$ cat config.mk
export PLATFORM = sky130hd
export DESIGN_NAME = sha1_message_digest_unit
export DESIGN_NICKNAME = d
export VERILOG_FILES = /design/src/rtl/sha1md_pkg.sv /design/src/rtl/sha1_message_digest_unit.sv /design/src/rtl/sha1md_front.sv /design/src/rtl/sha1md_queue.sv /design/src/rtl/sha1md_core.sv
export SDC_FILE = /design/constraint.sdc
export NUM_CORES = 2
export LEC_CHECK = 0
export BUFFER_PORTS_ARGS = -buffer_cell sky130_fd_sc_hd__buf_4
export CORE_MARGIN = 4
export CORE_UTILIZATION = 53
export DETAILED_ROUTE_END_ITERATION = 6
export PLACE_DENSITY = 0.76
export SLEW_MARGIN = 20
export SYNTH_ARGS = -nofsm -noshare
export SYNTH_HDL_FRONTEND = slang
export SYNTH_SLANG_ARGS = --single-unit
$ cat constraint.sdc
create_clock -name clk -period 21.5 [get_ports clk]
set_input_delay 3.225 -clock clk [delete_from_list [all_inputs] [get_ports clk]]
set_output_delay 3.225 -clock clk [all_outputs]
set_load 0.01 [all_outputs]
$ cat src/rtl/sha1md_pkg.sv
// Shared types and constants for the SHA-1 message digest unit.
// Used by every module under rtl/; depends on nothing else.
package sha1md_pkg;

  // Input item: one optional message byte and an end-of-message mark.
  typedef struct packed {
    logic [7:0] data_byte;
    logic       byte_present;
    logic       end_of_message;
  } in_item_t;

  // Result item: one 32-bit word of the digest.
  typedef struct packed {
    logic [31:0] digest_word;
    logic [2:0]  word_index;
    logic        last_word;
  } out_item_t;

  // Command passed from the front to the back through the queue.
  typedef struct packed {
    logic [7:0] data_byte;
    logic       has_byte;
    logic       eom;
  } cmd_t;

  // Back-end sequencer states.
  typedef enum logic [2:0] {
    ST_IDLE,
    ST_PAD,
    ST_ROUND,
    ST_ADD,
    ST_OUT
  } state_t;

  // Command queue geometry (depth is a power of two).
  localparam int QUEUE_DEPTH = 4;
  localparam int QPTR_W      = $clog2(QUEUE_DEPTH);

  // Message counter and block geometry.
  localparam int COUNT_W      = 61;
  localparam int BLOCK_WORDS  = 16;
  localparam int CV_WORDS     = 5;
  localparam logic [6:0] LAST_ROUND = 7'd79;
  localparam logic [2:0] LAST_INDEX = 3'd4;

  // Initial chaining values.
  localparam logic [31:0] CV_INIT [CV_WORDS] = '{
    32'h67452301, 32'hefcdab89, 32'h98badcfe, 32'h10325476, 32'hc3d2e1f0
  };

  // Round constants, one per group of twenty rounds.
  localparam logic [31:0] K_R0 = 32'h5a827999;
  localparam logic [31:0] K_R1 = 32'h6ed9eba1;
  localparam logic [31:0] K_R2 = 32'h8f1bbcdc;
  localparam logic [31:0] K_R3 = 32'hca62c1d6;

  // First padding byte.
  localparam logic [7:0] PAD_BYTE = 8'h80;

endpackage

$ cat src/rtl/sha1_message_digest_unit.sv
// SHA-1 message digest unit, top level.
// Instantiates sha1md_front, sha1md_queue and sha1md_core; uses sha1md_pkg.
//
// Input channel (item_valid/item_ready/item): each item carries one
// optional message byte and an end-of-message mark. Items with neither
// are taken and dropped. Output channel (digest_valid/digest_ready/digest):
// five items per message, digest words 0 to 4, most significant first,
// with last_word set on the fifth.
// Flow: the back end takes a byte from the queue while idle, and each full
// 64-byte block is then compressed in 80 rounds of the single round unit
// followed by the chaining add, during which no byte is taken. At the end
// of a message the back end feeds padding one byte per cycle, 9 to 72
// bytes, with one or two block compressions, then presents the five
// words. The front register and a four-entry queue keep accepting items
// while the back end compresses or waits.
// Reset: synchronous and active high; it empties the queue, restores the
// initial chaining values and clears the byte count. If the receiver
// stalls, the current digest word holds and items back up into the queue
// until item_ready drops.
module sha1_message_digest_unit (
  input  logic                  clk,
  input  logic                  rst,
  input  logic                  item_valid,
  output logic                  item_ready,
  input  sha1md_pkg::in_item_t  item,
  output logic                  digest_valid,
  input  logic                  digest_ready,
  output sha1md_pkg::out_item_t digest
);

  logic             push_valid;
  logic             push_ready;
  sha1md_pkg::cmd_t push_cmd;
  logic             pop_valid;
  logic             pop_ready;
  sha1md_pkg::cmd_t pop_cmd;

  sha1md_front u_front (
    .clk        (clk),
    .rst        (rst),
    .item_valid (item_valid),
    .item_ready (item_ready),
    .item       (item),
    .push_valid (push_valid),
    .push_ready (push_ready),
    .push_cmd   (push_cmd)
  );

  sha1md_queue u_queue (
    .clk        (clk),
    .rst        (rst),
    .push_valid (push_valid),
    .push_ready (push_ready),
    .push_cmd   (push_cmd),
    .pop_valid  (pop_valid),
    .pop_ready  (pop_ready),
    .pop_cmd    (pop_cmd)
  );

  sha1md_core u_core (
    .clk          (clk),
    .rst          (rst),
    .cmd_valid    (pop_valid),
    .cmd_ready    (pop_ready),
    .cmd          (pop_cmd),
    .digest_valid (digest_valid),
    .digest_ready (digest_ready),
    .digest       (digest)
  );

endmodule

$ cat src/rtl/sha1md_front.sv
// Front end: registers each incoming item and drops items that carry
// neither a byte nor an end mark. Depends on sha1md_pkg.
module sha1md_front (
  input  logic                clk,
  input  logic                rst,
  input  logic                item_valid,
  output logic                item_ready,
  input  sha1md_pkg::in_item_t item,
  output logic                push_valid,
  input  logic                push_ready,
  output sha1md_pkg::cmd_t    push_cmd
);

  logic             hold_valid;
  sha1md_pkg::cmd_t hold;
  logic             useful;
  logic             drain;

  // An item is useful when it brings a byte or ends the message.
  assign useful     = hold.has_byte | hold.eom;
  assign push_valid = hold_valid & useful;
  assign push_cmd   = hold;
  assign drain      = hold_valid & (~useful | push_ready);
  assign item_ready = ~hold_valid | drain;

  // Holding register valid flag.
  always_ff @(posedge clk) begin
    if (rst) begin
      hold_valid <= 1'b0;
    end else if (item_valid && item_ready) begin
      hold_valid <= 1'b1;
    end else if (drain) begin
      hold_valid <= 1'b0;
    end
  end

  // Holding register payload, classified into a command.
  always_ff @(posedge clk) begin
    if (item_valid && item_ready) begin
      hold.data_byte <= item.data_byte;
      hold.has_byte  <= item.byte_present;
      hold.eom       <= item.end_of_message;
    end
  end

endmodule

$ cat src/rtl/sha1md_queue.sv
// Short command queue between the front and back ends.
// Depends on sha1md_pkg for the command type and depth.
module sha1md_queue (
  input  logic             clk,
  input  logic             rst,
  input  logic             push_valid,
  output logic             push_ready,
  input  sha1md_pkg::cmd_t push_cmd,
  output logic             pop_valid,
  input  logic             pop_ready,
  output sha1md_pkg::cmd_t pop_cmd
);

  sha1md_pkg::cmd_t                 slots [sha1md_pkg::QUEUE_DEPTH];
  logic [sha1md_pkg::QPTR_W-1:0]   wr_ptr;
  logic [sha1md_pkg::QPTR_W-1:0]   rd_ptr;
  logic [sha1md_pkg::QPTR_W:0]     fill;
  logic                             do_push;
  logic                             do_pop;

  assign push_ready = (fill != (sha1md_pkg::QPTR_W+1)'(sha1md_pkg::QUEUE_DEPTH));
  assign pop_valid  = (fill != '0);
  assign pop_cmd    = slots[rd_ptr];
  assign do_push    = push_valid & push_ready;
  assign do_pop     = pop_valid & pop_ready;

  // Pointers and fill level.
  always_ff @(posedge clk) begin
    if (rst) begin
      wr_ptr <= '0;
      rd_ptr <= '0;
      fill   <= '0;
    end else begin
      if (do_push) begin
        wr_ptr <= wr_ptr + 1'b1;
      end
      if (do_pop) begin
        rd_ptr <= rd_ptr + 1'b1;
      end
      if (do_push && !do_pop) begin
        fill <= fill + 1'b1;
      end else if (do_pop && !do_push) begin
        fill <= fill - 1'b1;
      end
    end
  end

  // Storage.
  always_ff @(posedge clk) begin
    if (do_push) begin
      slots[wr_ptr] <= push_cmd;
    end
  end

endmodule

$ cat src/rtl/sha1md_core.sv
// Back end: packs bytes into the block, pads the message, runs the
// 80 compression rounds and presents the digest. Depends on sha1md_pkg.
module sha1md_core (
  input  logic                  clk,
  input  logic                  rst,
  input  logic                  cmd_valid,
  output logic                  cmd_ready,
  input  sha1md_pkg::cmd_t      cmd,
  output logic                  digest_valid,
  input  logic                  digest_ready,
  output sha1md_pkg::out_item_t digest
);

  sha1md_pkg::state_t state, state_next;
  sha1md_pkg::state_t ret_state;

  logic [31:0] cv    [sha1md_pkg::CV_WORDS];
  logic [31:0] wv    [sha1md_pkg::CV_WORDS];
  logic [31:0] sched [sha1md_pkg::BLOCK_WORDS];
  logic [23:0] word_acc;
  logic [sha1md_pkg::COUNT_W-1:0] count;
  logic [63:0] msg_bits;
  logic [6:0]  round;
  logic [2:0]  out_idx;
  logic        pad_first;
  logic        len_ok;

  logic        take_cmd;
  logic        byte_step;
  logic [7:0]  step_byte;
  logic [5:0]  pos;
  logic        eff_len;
  logic        len_byte;
  logic [2:0]  byte_sel;
  logic [31:0] f_val;
  logic [31:0] k_val;
  logic [31:0] t_val;
  logic [31:0] w_new;
  logic        out_done;
  logic [sha1md_pkg::COUNT_W-1:0] count_inc;

  function automatic logic [31:0] rotl(input logic [31:0] x, input int n);
    rotl = (x << n) | (x >> (32 - n));
  endfunction

  assign pos       = count[5:0];
  assign count_inc = count + 1'b1;
  assign cmd_ready = (state == sha1md_pkg::ST_IDLE);
  assign take_cmd  = cmd_valid & cmd_ready;
  assign out_done  = digest_valid & digest_ready & (out_idx == sha1md_pkg::LAST_INDEX);

  // Padding byte selection: the marker, zeros, or a length byte.
  assign eff_len  = pad_first ? (pos[5:3] != 3'b111) : len_ok;
  assign len_byte = ~pad_first & len_ok & (pos[5:3] == 3'b111);
  assign byte_sel = ~pos[2:0];

  always_comb begin
    byte_step = 1'b0;
    step_byte = 8'h00;
    if (state == sha1md_pkg::ST_PAD) begin
      byte_step = 1'b1;
      if (pad_first) begin
        step_byte = sha1md_pkg::PAD_BYTE;
      end else if (len_byte) begin
        step_byte = msg_bits[{byte_sel, 3'b000} +: 8];
      end
    end else if (take_cmd && cmd.has_byte) begin
      byte_step = 1'b1;
      step_byte = cmd.data_byte;
    end
  end

  // Round logic on the working variables.
  always_comb begin
    if (round < 7'd20) begin
      f_val = (wv[1] & wv[2]) | (~wv[1] & wv[3]);
      k_val = sha1md_pkg::K_R0;
    end else if (round < 7'd40) begin
      f_val = wv[1] ^ wv[2] ^ wv[3];
      k_val = sha1md_pkg::K_R1;
    end else if (round < 7'd60) begin
      f_val = (wv[1] & wv[2]) | (wv[1] & wv[3]) | (wv[2] & wv[3]);
      k_val = sha1md_pkg::K_R2;
    end else begin
      f_val = wv[1] ^ wv[2] ^ wv[3];
      k_val = sha1md_pkg::K_R3;
    end
    t_val = rotl(wv[0], 5) + f_val + wv[4] + k_val + sched[0];
    w_new = rotl(sched[13] ^ sched[8] ^ sched[2] ^ sched[0], 1);
  end

  // Next-state logic.
  always_comb begin
    state_next = state;
    unique case (state)
      sha1md_pkg::ST_IDLE: begin
        if (take_cmd) begin
          if (cmd.has_byte && pos == 6'd63) begin
            state_next = sha1md_pkg::ST_ROUND;
          end else if (cmd.eom) begin
            state_next = sha1md_pkg::ST_PAD;
          end
        end
      end
      sha1md_pkg::ST_PAD: begin
        if (pos == 6'd63) begin
          state_next = sha1md_pkg::ST_ROUND;
        end
      end
      sha1md_pkg::ST_ROUND: begin
        if (round == sha1md_pkg::LAST_ROUND) begin
          state_next = sha1md_pkg::ST_ADD;
        end
      end
      sha1md_pkg::ST_ADD: begin
        state_next = ret_state;
      end
      sha1md_pkg::ST_OUT: begin
        if (out_done) begin
          state_next = sha1md_pkg::ST_IDLE;
        end
      end
      default: state_next = sha1md_pkg::ST_IDLE;
    endcase
  end

  always_ff @(posedge clk) begin
    if (rst) begin
      state <= sha1md_pkg::ST_IDLE;
    end else begin
      state <= state_next;
    end
  end

  // Where to go after a compression finishes.
  always_ff @(posedge clk) begin
    if (state == sha1md_pkg::ST_IDLE && take_cmd) begin
      ret_state <= cmd.eom ? sha1md_pkg::ST_PAD : sha1md_pkg::ST_IDLE;
    end else if (state == sha1md_pkg::ST_PAD && pos == 6'd63) begin
      ret_state <= eff_len ? sha1md_pkg::ST_OUT : sha1md_pkg::ST_PAD;
    end
  end

  // Padding flags and the latched bit length.
  always_ff @(posedge clk) begin
    if (take_cmd && cmd.eom) begin
      msg_bits  <= {(cmd.has_byte ? count_inc : count), 3'b000};
      pad_first <= 1'b1;
      len_ok    <= 1'b0;
    end else if (state == sha1md_pkg::ST_PAD) begin
      pad_first <= 1'b0;
      len_ok    <= (pos == 6'd63) ? 1'b1 : eff_len;
    end
  end

  // Byte counter; padding bytes advance it as a position only.
  always_ff @(posedge clk) begin
    if (rst) begin
      count <= '0;
    end else if (out_done) begin
      count <= '0;
    end else if (byte_step) begin
      count <= count_inc;
    end
  end

  // Byte packing and the sixteen-word schedule shift line.
  always_ff @(posedge clk) begin
    if (byte_step) begin
      word_acc <= {word_acc[15:0], step_byte};
      if (pos[1:0] == 2'b11) begin
        for (int i = 0; i < sha1md_pkg::BLOCK_WORDS - 1; i++) begin
          sched[i] <= sched[i+1];
        end
        sched[sha1md_pkg::BLOCK_WORDS-1] <= {word_acc, step_byte};
      end
    end else if (state == sha1md_pkg::ST_ROUND) begin
      for (int i = 0; i < sha1md_pkg::BLOCK_WORDS - 1; i++) begin
        sched[i] <= sched[i+1];
      end
      sched[sha1md_pkg::BLOCK_WORDS-1] <= w_new;
    end
  end

  // Round counter.
  always_ff @(posedge clk) begin
    if (rst) begin
      round <= '0;
    end else if (state == sha1md_pkg::ST_ROUND) begin
      round <= (round == sha1md_pkg::LAST_ROUND) ? 7'd0 : round + 1'b1;
    end
  end

  // Working variables: loaded when a block completes, updated each round.
  always_ff @(posedge clk) begin
    if (byte_step && pos == 6'd63) begin
      for (int i = 0; i < sha1md_pkg::CV_WORDS; i++) begin
        wv[i] <= cv[i];
      end
    end else if (state == sha1md_pkg::ST_ROUND) begin
      wv[0] <= t_val;
      wv[1] <= wv[0];
      wv[2] <= rotl(wv[1], 30);
      wv[3] <= wv[2];
      wv[4] <= wv[3];
    end
  end

  // Chaining values: accumulate after a block, restart after the digest.
  always_ff @(posedge clk) begin
    if (rst || out_done) begin
      for (int i = 0; i < sha1md_pkg::CV_WORDS; i++) begin
        cv[i] <= sha1md_pkg::CV_INIT[i];
      end
    end else if (state == sha1md_pkg::ST_ADD) begin
      for (int i = 0; i < sha1md_pkg::CV_WORDS; i++) begin
        cv[i] <= cv[i] + wv[i];
      end
    end
  end

  // Digest word index.
  always_ff @(posedge clk) begin
    if (rst) begin
      out_idx <= '0;
    end else if (digest_valid && digest_ready) begin
      out_idx <= out_done ? 3'd0 : out_idx + 1'b1;
    end
  end

  assign digest_valid       = (state == sha1md_pkg::ST_OUT);
  assign digest.digest_word = cv[out_idx];
  assign digest.word_index  = out_idx;
  assign digest.last_word   = (out_idx == sha1md_pkg::LAST_INDEX);

endmodule

==> Word level (Yosys, flattened, before mapping) <==
Memories as Yosys holds them, arrays and structs flattened. A register that Yosys moved wholly into a read port is not among the register bits.
Index checks and enable logic that the tools add are counted.
{ "totals": {"word_cells": 212, "inputBits": 14, "mem_bits_rw": 872, "memories": 4, "register_bits": 182, "out_inout_bits": 38} }
{ "classes": {"add_sub_neg": 16, "n_lt_le_gt_ge": 3, "n_shift": 1, "n_eq_ne": 16, "n_reduce_logical": 20, "bitwise_logic": 57, "muxes": 79} }
{ "memory_table": {"columns": ["name", "words", "width", "rd", "rd_ports_with_merged_regs", "write_ports", "line", "source"], "rows": [
  ["u_core.sched", 16, 32, 16, 0, 16, "sha1md_core.sv:19", "logic [31:0] sched [sha1md_pkg::BLOCK_WORDS];"],
  ["u_core.cv", 5, 32, 6, 1, 5, "sha1md_core.sv:17", "logic [31:0] cv [sha1md_pkg::CV_WORDS];"],
  ["u_core.wv", 5, 32, 5, 0, 5, "sha1md_core.sv:18", "logic [31:0] wv [sha1md_pkg::CV_WORDS];"],
  ["u_queue.slots", 4, 10, 1, 1, 1, "sha1md_queue.sv:14", "sha1md_pkg::cmd_t slots [sha1md_pkg::QUEUE_DEPTH];"]
]} }
{ "ops": {"columns": ["operator", "n"], "rows": [
  ["$mux W32", 31],
  ["$add A32 B32 Y32", 9],
  ["$xor A32 B32 Y32", 5],
  ["$and A32 B32 Y32", 4],
  ["$or A32 B32 Y32", 3],
  ["$shiftx A64 B7 Y8", 1],
  ["$add A61 B1 Y61 const B", 1],
  ["$mux W61", 1],
  ["$mux W3", 14],
  ["$mux W8", 4],
  ["$not A32 Y32", 1],
  ["$or A32 B1 Y32", 1],
  ["$or A32 B30 Y32", 1],
  ["$or A32 B5 Y32", 1],
  ["$mux W31", 1],
  ["$or A1 B1 Y1", 29],
  ["$mux W1", 24],
  ["$pmux W3 S5", 1],
  ["$lt A7 B6 Y1 const B", 2],
  ["$logic_and A1 B1 Y1", 10],
  ["$eq A3 B3 Y1 const B", 3],
  ["$ne A3 B3 Y1 const B", 3],
  ["$and A1 B1 Y1", 8],
  ["$add A7 B1 Y7 const B", 1],
  ["other kinds (22)", 33]
]} }

==> Longest topological paths before layout <==
An unclocked memory read counts as a cell.
{ "depth": {"word_depth": 12, "depth_mapped": 26, "ltp_nobuf": 23} }

==> By module <==
From an unflattened synthesis, not the netlist that was laid out.
{ "unflattened": {"cells_unflattened": 4250, "area_unflattened_um2": 52955.8} }
{ "modules_own_cells": {"columns": ["module", "area_per_inst_um2", "instances", "cells_each", "seq_area_each_um2"], "rows": [
  ["sha1md_core", 50668.6, 1, 4133, 29178.0],
  ["sha1md_queue", 1928.1, 1, 100, 1381.3],
  ["sha1md_front", 359.1, 1, 17, 320.3]
]} }

==> Worst setup path before layout <==
OpenSTA, ideal clock, no wires.
{ "synth_timing": {"path_kind": "flip-flop to flip-flop", "from": "register (tool-made name)", "to": "memory u_core.sched[0][0] (enable)", "arrival_time_ps": 13724, "path_stages_with_launch": 8, "slack_ps": 6806, "path_buffers": 3, "synth_period_minus_slack_ps": 14694, "required_ps": 20529, "setup_time_ps": 971, "cell_sequence": "dfxtp_1 > buf_6 > mux4_2 > a31o_1 > buf_6 > and2_1 > clkbuf_1 > nand2b_1"} }
{ "synth_lines": {"columns": ["element", "line"], "rows": [
  ["end: declaration", "sha1md_core.sv:19"]
]} }

==> out/summary.txt <==
Crit Reg-Reg Endpoint - u_core.wv[0][29]
post-synthesis compound-gate area fraction - 0.0864
Buf/Inv on CP - 6
clock skew - 0.0496 ns
routability cong. - 0.953
vias in the first global route - 32,434
R2R Setup Slk - 14.20 ns
Distinct cells, synth - 83
site row count - 115
dpl cells - 5,458
WL per Instance - 22.1 microns
CP Cell Sequence - o21ai_0 -> or3_1 -> buf_4 -> nand2_1 -> buf_4 -> clkinv_1 -> a221o_1 -> ha_1 -> inv_1 -> fa_1 -> fa_1 -> inv_1 -> ha_1 -> inv_1 -> fa_1 -> nor2b_1 -> o31ai_1 -> a221oi_2 -> nor4_1 -> o41ai_1 -> o21ai_1 -> a21o_1 -> and3_1 -> or3_1
Avg Cell Area, Syn - 12.5 sq um
Post-Synth Adder-Cell Area - 0.0950
final period utilization - 0.340
Detailed Place HPWL - 87.3 mm
M1 WL - 54.3 mm
Die Area - 105,000 sq um
clk_lat worst skew - 0.72 ns
Critical Path Start Type - flip-flop
CTS Buf Count - 105
warnings from Yosys - 0
DRC Markers - 0
Port Buf Inserts - 51
Ports - 52
hold depth - 0
main combinational cell family by area after synthesis - simple AND/OR/NAND/NOR gates
Hold Crit Class - reg -> reg
CTS tree - built
Max Freq - 137 MHz
Area Growth Syn to Fin - 9.89%
post-CTS setup buffers - 0
Nets - 4,620
Synth Flop Type - edfxtp_1
critical path class - reg -> reg
family with the most delay on the worst path - compound AO/OA/AOI/OAI gates
required time worst endpoint - 21.94 ns
Max Cap Viol - 0
number of H-tree levels - 3
GRT Resource Usage Total - 0.238
Die X-Extent - 323 microns
Seq/Total Area, Yosys - 0.586
Starting Density - 0.535
remaining antenna violation count - 0
Post-synth EDFFs - 969
CP peak stage delay - 0.61 ns
syn_nets - 4,564
Worst-path clk slew - 0.06 ns
Synth Cell Area - 52,700 sq um
XOR/XNOR share of the synthesized area - 0.0590
post-synthesis simple-gate area fraction - 0.108
clock buffer depth - 3
vias per cell - 5.93
CP Data Arrival Time - 7.74 ns
Crit-path slowest cell - clkinv_1
routed wl met2 - 55.8 mm
worst reg2reg path startpoint - u_core.round[5]
WL met3 - 9.98 mm
peak fanout along the critical path - 21
nature of the critical path endpoint - flip-flop
status - finished, final reports clean
top routing layer in use - met4
DRT Pass-1 Iters - 6
minimum clock period - 7.30 ns
Antenna diodes - 0
worst hold endpoint - u_core.sched[0][1]
post-route insts no fill - 5,650
post-synthesis register bit count - 1,058
mux contribution to synthesized area - 0.0395
starting DRC count in detailed routing - 3,393
Hold Path Origin - u_core.sched[0][33]
area of the core - 98,600 sq um
post-CTS sizing - 0
commonest non-fill, non-tap cell in the layout - edfxtp_1
Slew Viols, Final - 0
via count - 33,495
first-pass GRT wire length - 191 mm
worst vdd ir - 0.000122 V
largest net degree at the start of global routing - 214
Fin. Hold Viols - 0
most frequent cells in the layout - 969 x edfxtp_1, 635 x nand2_1, 273 x nor2_1, 230 x inv_1, 227 x xnor2_1
Routed WL - 125 mm
R2R cell count - 24
# hold bufs at CTS - 0
initial antenna violation count - 0
clk root buf - clkbuf_16
clk sinks - 1,058
ys async rst share - 0
Post-Synthesis Cells - 4,222
final setup vio count - 0
final setup TNS - 0 ns
Least-Margin Pin Slew - 1.15 ns
Worst slew margin - 0.234
Die Span Y - 323 microns
PwrDens - 115 nW/um^2
Pleak - 21.1 nW
RSZ-0062 raised after global routing - false
share of cells above drive strength 1 - 0.0818
grt ovf - 0
[cell usage after synthesis, types with 9 or more instances]
| library cell | n | area (sq um) |
|---|---|---|
| and2_1 | 29 | 181 |
| a21o_1 | 96 | 721 |
| dfxtp_1 | 89 | 1780 |
| o211ai_1 | 24 | 180 |
| nor4_1 | 13 | 81.3 |
| mux4_2 | 49 | 1100 |
| a21oi_1 | 155 | 776 |
| a221oi_1 | 9 | 78.8 |
| nand2b_1 | 28 | 175 |
| o21ai_0 | 211 | 1060 |
| inv_1 | 231 | 867 |
| buf_2 | 9 | 45.0 |
| nor3_1 | 61 | 305 |
| nor2_1 | 273 | 1020 |
| xor2_1 | 128 | 1120 |
| fa_1 | 120 | 2400 |
| o22ai_1 | 9 | 56.3 |
| nand3_1 | 47 | 235 |
| nand4_1 | 39 | 244 |
| a31oi_1 | 19 | 119 |
| ha_1 | 208 | 2600 |
| and3_1 | 38 | 238 |
| a221o_1 | 14 | 140 |
| o21bai_1 | 13 | 97.6 |
| or2_2 | 12 | 75.1 |
| nor2b_1 | 27 | 169 |
| xnor2_1 | 227 | 1990 |
| o21a_1 | 27 | 203 |
| and4_1 | 9 | 78.8 |
| a211oi_1 | 31 | 233 |
| mux2_2 | 34 | 383 |
| or3_1 | 37 | 231 |
| mux2i_1 | 44 | 440 |
| nand2_1 | 637 | 2390 |
| buf_1 | 10 | 37.5 |
| clkbuf_1 | 107 | 402 |
| edfxtp_1 | 969 | 29100 |
| o31ai_1 | 14 | 105 |
[logic make-up (layout without fill, tap and decap cells)]
group	after synthesis	after routing
AOI/OAI and AO/OA	709	709
xor gates and xnor gates	355	355
buffers and inverters	362	503
DFF	1058	1058
muxes	133	133
and+or+nand+nor	1277	1277
adders and majority gates	328	328
[stage by stage]
step                      cell area [sq um]  utilization  worst slack [ns]  total power (W)  hold slack (ns)
after floorplan                       52700            -              6.81          0.00446            0.400
after global placement                54400        0.552             14.41          0.00479            0.400
after detailed placement              54500        0.552             14.25          0.00485            0.405
after CTS                             57900        0.588             14.22          0.00671            0.411
after global routing                  57900        0.588             13.71          0.00705            0.420
final                                 57900        0.588             14.20          0.00669            0.408
[worst reg2reg max path, cell delays in order, from the launching register on]
cell,delay (ns)
dfxtp_1,0.47
o21ai_0,0.17
or3_1,0.32
buf_4,0.25
nand2_1,0.10
buf_4,0.32
clkinv_1,0.61
a221o_1,0.50
ha_1,0.29
inv_1,0.05
fa_1,0.52
fa_1,0.42
inv_1,0.07
ha_1,0.18
inv_1,0.06
fa_1,0.40
nor2b_1,0.16
o31ai_1,0.14
a221oi_2,0.38
nor4_1,0.16
o41ai_1,0.53
o21ai_1,0.19
a21o_1,0.22
and3_1,0.15
or3_1,0.36
[power by group]
part / switching (W) / total (W) / internal [W]
clock network: 0.000804 / 0.00184 / 0.00104
logic: 0.00119 / 0.00192 / 0.000733
registers: 0.000205 / 0.00293 / 0.00272
total: 0.00220 / 0.00669 / 0.00449
[sequential cells by signal, indices dropped and copies added, names as in the netlist, 3 cells and up, named ones only]
| register | flops |
|---|---|
| u_core.msg_bits | 61 |
| u_queue.slots | 40 |
| u_queue.fill | 3 |
| u_front.push_cmd | 10 |
| u_core.round | 7 |
| u_core.state | 3 |
| u_core.cv | 160 |
| u_core.out_idx | 3 |
| u_core.word_acc | 24 |
| u_core.sched | 512 |
| u_core.wv | 160 |
| u_core.count | 61 |
[how the worst max path moves through the flow]
stage / start / end / slack (ns) / depth (start not counted)
floorplan: flip-flop / u_core.sched[0][0] / 6.81 / 7
global placement: u_core.round[4] / u_core.wv[0][29] / 14.41 / 22
detailed placement: u_core.round[5] / u_core.wv[0][29] / 14.25 / 24
CTS: u_core.round[5] / u_core.wv[0][29] / 14.22 / 24
global route: u_core.round[5] / u_core.wv[0][29] / 13.71 / 24
finish: u_core.round[5] / u_core.wv[0][29] / 14.20 / 24
[layout make-up]
type,count,area [sq um]
fill,7641,40600
clock buffer,130,2790
multi-input combinational,2802,20500
sequential,1058,30900
clock inverter,62,668
inverter,232,871
timing repair buffer,79,609
tap,1287,1610
[metal layers]
metal	track usage	vias to the layer above
met2	0.363	1392
met1	0.347	16436
met4	0.0853	0
met5	0	-
li1	-	15399
met3	0.0413	268
No activity file was read; power rests on OpenSTA's default activity.
